`src/rtl/core/bbsf_pkg.sv`:
```
// ----------------------------------------------------------------------------
// bbsf_pkg
// Shared constants, command codes and types of the bounded byte stream fifo.
// ----------------------------------------------------------------------------
package bbsf_pkg;

   // ring depth and derived widths
   localparam int DEPTH  = 4096;
   localparam int ADDR_W = (DEPTH > 1) ? $clog2(DEPTH) : 1;
   localparam int CNT_W  = $clog2(DEPTH + 1);
   localparam int CMP_W  = (CNT_W > 13) ? CNT_W : 13;
   localparam int SUM_W  = CNT_W + 1;

   localparam logic [12:0] CAP_RESET = 13'd4096;

   localparam logic [1:0] CMD_PUSH  = 2'd0;
   localparam logic [1:0] CMD_POP   = 2'd1;
   localparam logic [1:0] CMD_CLOSE = 2'd2;
   localparam logic [1:0] CMD_ERROR = 2'd3;

   typedef struct packed {
      logic [1:0]  cmd;
      logic [7:0]  data_byte;
      logic [12:0] pop_length;
   } req_payload_type;

   typedef struct packed {
      logic        accepted;
      logic [7:0]  front_byte;
      logic        front_valid;
      logic [12:0] buffered_count;
      logic [12:0] free_space;
      logic [63:0] total_pushed;
      logic [63:0] total_popped;
      logic        is_closed_flag;
      logic        is_finished_flag;
      logic        has_error;
   } rsp_payload_type;

   typedef struct packed {
      logic load_req;
      logic exec;
      logic rd_en;
      logic load_out;
   } ctl_cmd_type;

endpackage

```
`src/rtl/core/bbsf_ctrl.sv`:
```
// ----------------------------------------------------------------------------
// bbsf_ctrl
// Sequencer: take a request, update state, read the front, load the response.
// ----------------------------------------------------------------------------
module bbsf_ctrl (
   input  logic                 clock,
   input  logic                 reset,
   input  logic                 req_valid,
   output logic                 req_ready,
   output logic                 rsp_valid,
   input  logic                 rsp_ready,
   output bbsf_pkg::ctl_cmd_type ctl
);
   import bbsf_pkg::*;

   localparam logic [1:0] ST_IDLE = 2'd0;
   localparam logic [1:0] ST_EXEC = 2'd1;
   localparam logic [1:0] ST_READ = 2'd2;
   localparam logic [1:0] ST_LOAD = 2'd3;

   logic [1:0] state_ff, state_in;
   logic       out_valid_ff, out_valid_in;
   logic       load;

   always_comb begin
      state_in = state_ff;
      load     = 1'b0;
      case (state_ff)
         ST_IDLE: begin
            if (req_valid) begin
               state_in = ST_EXEC;
            end
         end
         ST_EXEC: state_in = ST_READ;
         ST_READ: state_in = ST_LOAD;
         ST_LOAD: begin
            // hold until the output register frees up
            if (!out_valid_ff || rsp_ready) begin
               load     = 1'b1;
               state_in = ST_IDLE;
            end
         end
         default: state_in = ST_IDLE;
      endcase
   end

   assign out_valid_in = load | (out_valid_ff & ~rsp_ready);

   always_ff @(posedge clock) begin
      if (reset) begin
         state_ff     <= ST_IDLE;
         out_valid_ff <= 1'b0;
      end else begin
         state_ff     <= state_in;
         out_valid_ff <= out_valid_in;
      end
   end

   assign req_ready    = (state_ff == ST_IDLE);
   assign rsp_valid    = out_valid_ff;
   assign ctl.load_req = req_ready & req_valid;
   assign ctl.exec     = (state_ff == ST_EXEC);
   assign ctl.rd_en    = (state_ff == ST_READ);
   assign ctl.load_out = load;
endmodule

```
`config.mk`:
```
export PLATFORM = sky130hd
export DESIGN_NAME = bbsf_ctrl
export DESIGN_NICKNAME = d
export VERILOG_FILES = /design/src/rtl/core/bbsf_pkg.sv /design/src/rtl/core/bbsf_ctrl.sv
export SDC_FILE = /design/constraint.sdc
export NUM_CORES = 1
export LEC_CHECK = 0
export BUFFER_PORTS_ARGS = -buffer_cell sky130_fd_sc_hd__buf_2
export CORE_AREA = 2 2 39 41
export CTS_CLUSTER_DIAMETER = 100
export DETAILED_ROUTE_END_ITERATION = 16
export DIE_AREA = 0 0 41 43
export HOLD_SLACK_MARGIN = 0.08
export SYNTH_ARGS = -nofsm -noshare
export SYNTH_HDL_FRONTEND = slang
export SYNTH_SLANG_ARGS = --single-unit
```
`constraint.sdc`:
```
create_clock -name clock -period 1.3 [get_ports clock]
set_input_delay 0.26 -clock clock [delete_from_list [all_inputs] [get_ports clock]]
set_output_delay 0.26 -clock clock [all_outputs]
set_load 0.03 [all_outputs]
```
==> metrics.csv <==
stage,metric,value,unit
setup_path,critPathBufInv,2,
logic_synthesis,yosys.area_share.simple,28.57,%
setup_path,required,1.04,ns
setup_path,cpPeakStageDelay,0.37,ns
finish,final_common_cell,buf_4,
setup_path,critPathLaunch,state_ff[1]$_SDFFE_PP0P_,
setup_path,r2r_end,state_ff[0]$_SDFFE_PP0P_,
finish,drive_gt1_share,75.00,%
drt,vias,198,
timing,max_freq,758.3,MHz
finish,seq_area,68.82,sq um
logic_synthesis,syn_area,227.7,sq um
clock_tree,numCtsBuffers,3,
placed_design,port_buffers,9,
finish,syn2layout_area_growth,81.87,%
run_status,violations,negative setup slack,
global_routing,antenna_found_initial,0,
global_routing,grtUsageTotal,6.325,%
clock_tree,clock-sinks,3,
setup_path,cp_max_fo,4,
timing,hold_ws,0.2207,ns
timing,fin_tns_setup,-0.02719,ns
logic_synthesis,synth_fp_nets,31,
global_routing,grt_start_max_net_pins,5,
timing,setup_violations,3,
die,fp.dieArea,1763,sq um
logic_synthesis,synth_xor_area_share,0,%
finish,fin_nets,49,
power,finalPower,1.011,mW
die,core_area,1384,sq um
logic_synthesis,synthAdderAreaFrac,21.98,%
finish,antenna_cells,0,
setup_path,crit_slowest_cell,dfxtp_4,
timing,worst_slack,-0.01877,ns
die,start_util,16.46,%
hold_path,whs_endpoint,state_ff[0]$_SDFFE_PP0P_,
timing,finalCritPeriodShare,101.4,%
timing,post-route-min-period,1.319,ns
flow_run,cap_violations,0,
setup_path,reg2reg_depth,5,
logic_synthesis,ys_seq_area_share,26.37,%
hold_path,hold_depth,2,
drt,drtAntennaViolNets,0,
placed_design,gp_congestion,0.7048,
setup_path,startpoint_type,flip-flop,
logic_synthesis,synth_top_family_by_area,simple AND/OR/NAND/NOR gates,
power,power_density,2442,nW/um^2
finish,fillers,151,
drt,drt_iter0_markers,2,
logic_synthesis,synth_compound_area_share,10.44,%
timing,rsz0062_at_grt,true,
drt,via_per_inst,3.536,
hold_path,holdCritStartpoint,reset,
clock_tree,cts_root_buf,clkbuf_4,
global_routing,grt_first_pass_wirelength,669,microns
logic_synthesis,syn_avg_cell_area,9.901,sq um
timing,relSlewSlack,88.73,%
hold_path,min_path_type,in -> reg,
timing,fin_worst_skew,0.002789,ns
clock_tree,cts_tree,yes,
clock_tree,cts_buffer_depth,2,
drt,drc,0,
timing,hold_violations,0,
die,dieWidth,41,microns
finish,multiInputGateArea,178.9,sq um
setup_path,path_cells,inv_4 -> ha_4 -> and2_4 -> buf_6,
finish,final_cell_mix,"6 x buf_4, 5 x buf_2, 3 x nor2_1, 3 x clkbuf_4, 3 x buf_6",
logic_synthesis,synth_cell_type_count,13,
power,vdd_drop_max,0.0006801,V
logic_synthesis,synthMuxAreaShare,4.396,%
drt,routed_wl,447,microns
setup_path,crit_cells,4,
logic_synthesis,synth_cells,23,
clock_tree,clk_latency,0.23,ns
clock_tree,htreeDepth,1,
drt,wl_per_cell,7.982,microns
setup_path,ff2ff_setup_slack,0.17,ns
die,die_y,43,microns
timing,drv_slew,0,
die,rows,14,
setup_path,worstPathArrival,1.06,ns
power,power_leakage,0.2206,nW
setup_path,cp-end-kind,output pin,
logic_synthesis,yosys_register_bits,3,
global_routing,grt_pass1_vias,177,
drt,first_pass_iters,2,
global_routing,grt_overflow,0,
setup_path,critical-path-top-delay-family,flip-flops,
die,pin_count,10,
run_status,status,finished with violations,
logic_synthesis,yosys_warnings,0,
clock_tree,clk_pin_slew,0.04,ns
setup_path,worstSetupPathType,reg -> out,
timing,tightest_slew,0.1691,ns
setup_path,reg2reg_from,state_ff[1]$_SDFFE_PP0P_,
## through the flow
| step | instances | instance area [sq um] | worst slack (ns) | util (%) |
|---|---|---|---|---|
| 6_report | 56 | 414.1 | -0.01877 | 29.93 |
| 2_1_floorplan | 23 | 231.5 | 0.06504 | - |
| 3_3_place_gp | 47 | 289.0 | 0.06328 | 20.89 |
| 3_5_place_dp | 47 | 289.0 | 0.06441 | 20.89 |
| 5_1_grt | 56 | 414.1 | -0.06142 | 29.93 |
| 4_1_cts | 54 | 397.9 | -0.02914 | 28.75 |
## layer usage
layer	share of wire, %	global-route usage (%)	up-vias
li1	-	-	106
met1	40	6.752	86
met2	49	7.500	6
met3	10	4.712	0
met4	0	6.000	0
met5	0	0	-
## sequential cells by signal (all words and copies together) (netlist names)
signal,cells
rsp_valid,1
state_ff,2
## layout make-up
type	instances	share of cell area [%]
well taps	16	4.834
flip-flops and latches	3	16.62
multi-input cells	16	43.20
clock buffers	4	6.344
inverters	3	3.927
repair buffers	14	25.08
## how the worst max path moves through the flow
stage | slack, ns | endpoint
final | -0.02 | ctl[3]
after CTS | -0.03 | ctl[3]
after global routing | -0.06 | ctl[3]
after floorplan | 0.07 | ctl[3]
after global placement | 0.06 | ctl[3]
after detailed placement | 0.06 | ctl[3]
## report_power, final
| group | internal (mW) | switching [mW] | leakage, nW |
|---|---|---|---|
| logic | 0.310 | 0.336 | 0.179 |
| registers | 0.146 | 0.0558 | 0.0264 |
| clock network | 0.115 | 0.0484 | 0.0150 |
## timing repair
item	in CTS	in global routing
pin swaps	1	1
buffers inserted	3	2
endpoints found under the hold margin	0	0
hold buffers	0	0
setup endpoints to repair	5	4
resized for setup	20	1
## cells in the mapped netlist
cell type	instances	area share (%)
ha_1	4	22
dfxtp_1	3	26
inv_1	3	4.9
nor2_1	3	4.9
nand2b_1	2	5.5
a221oi_2	1	6.6
and2_1	1	2.7
and2b_2	1	3.8
buf_4	1	3.3
mux2i_1	1	4.4
nand3b_4	1	8.8
nor2b_1	1	2.7
o21ai_2	1	3.8
## cell families after synthesis
group / after synthesis
AND/OR/NAND/NOR: 9
buffers and inverters: 4
adder cells (fa/ha/maj): 4
flip-flops: 3
AO/OA/AOI/OAI: 2
multiplexers: 1
Note: power is estimated with default switching activity, not from simulation.
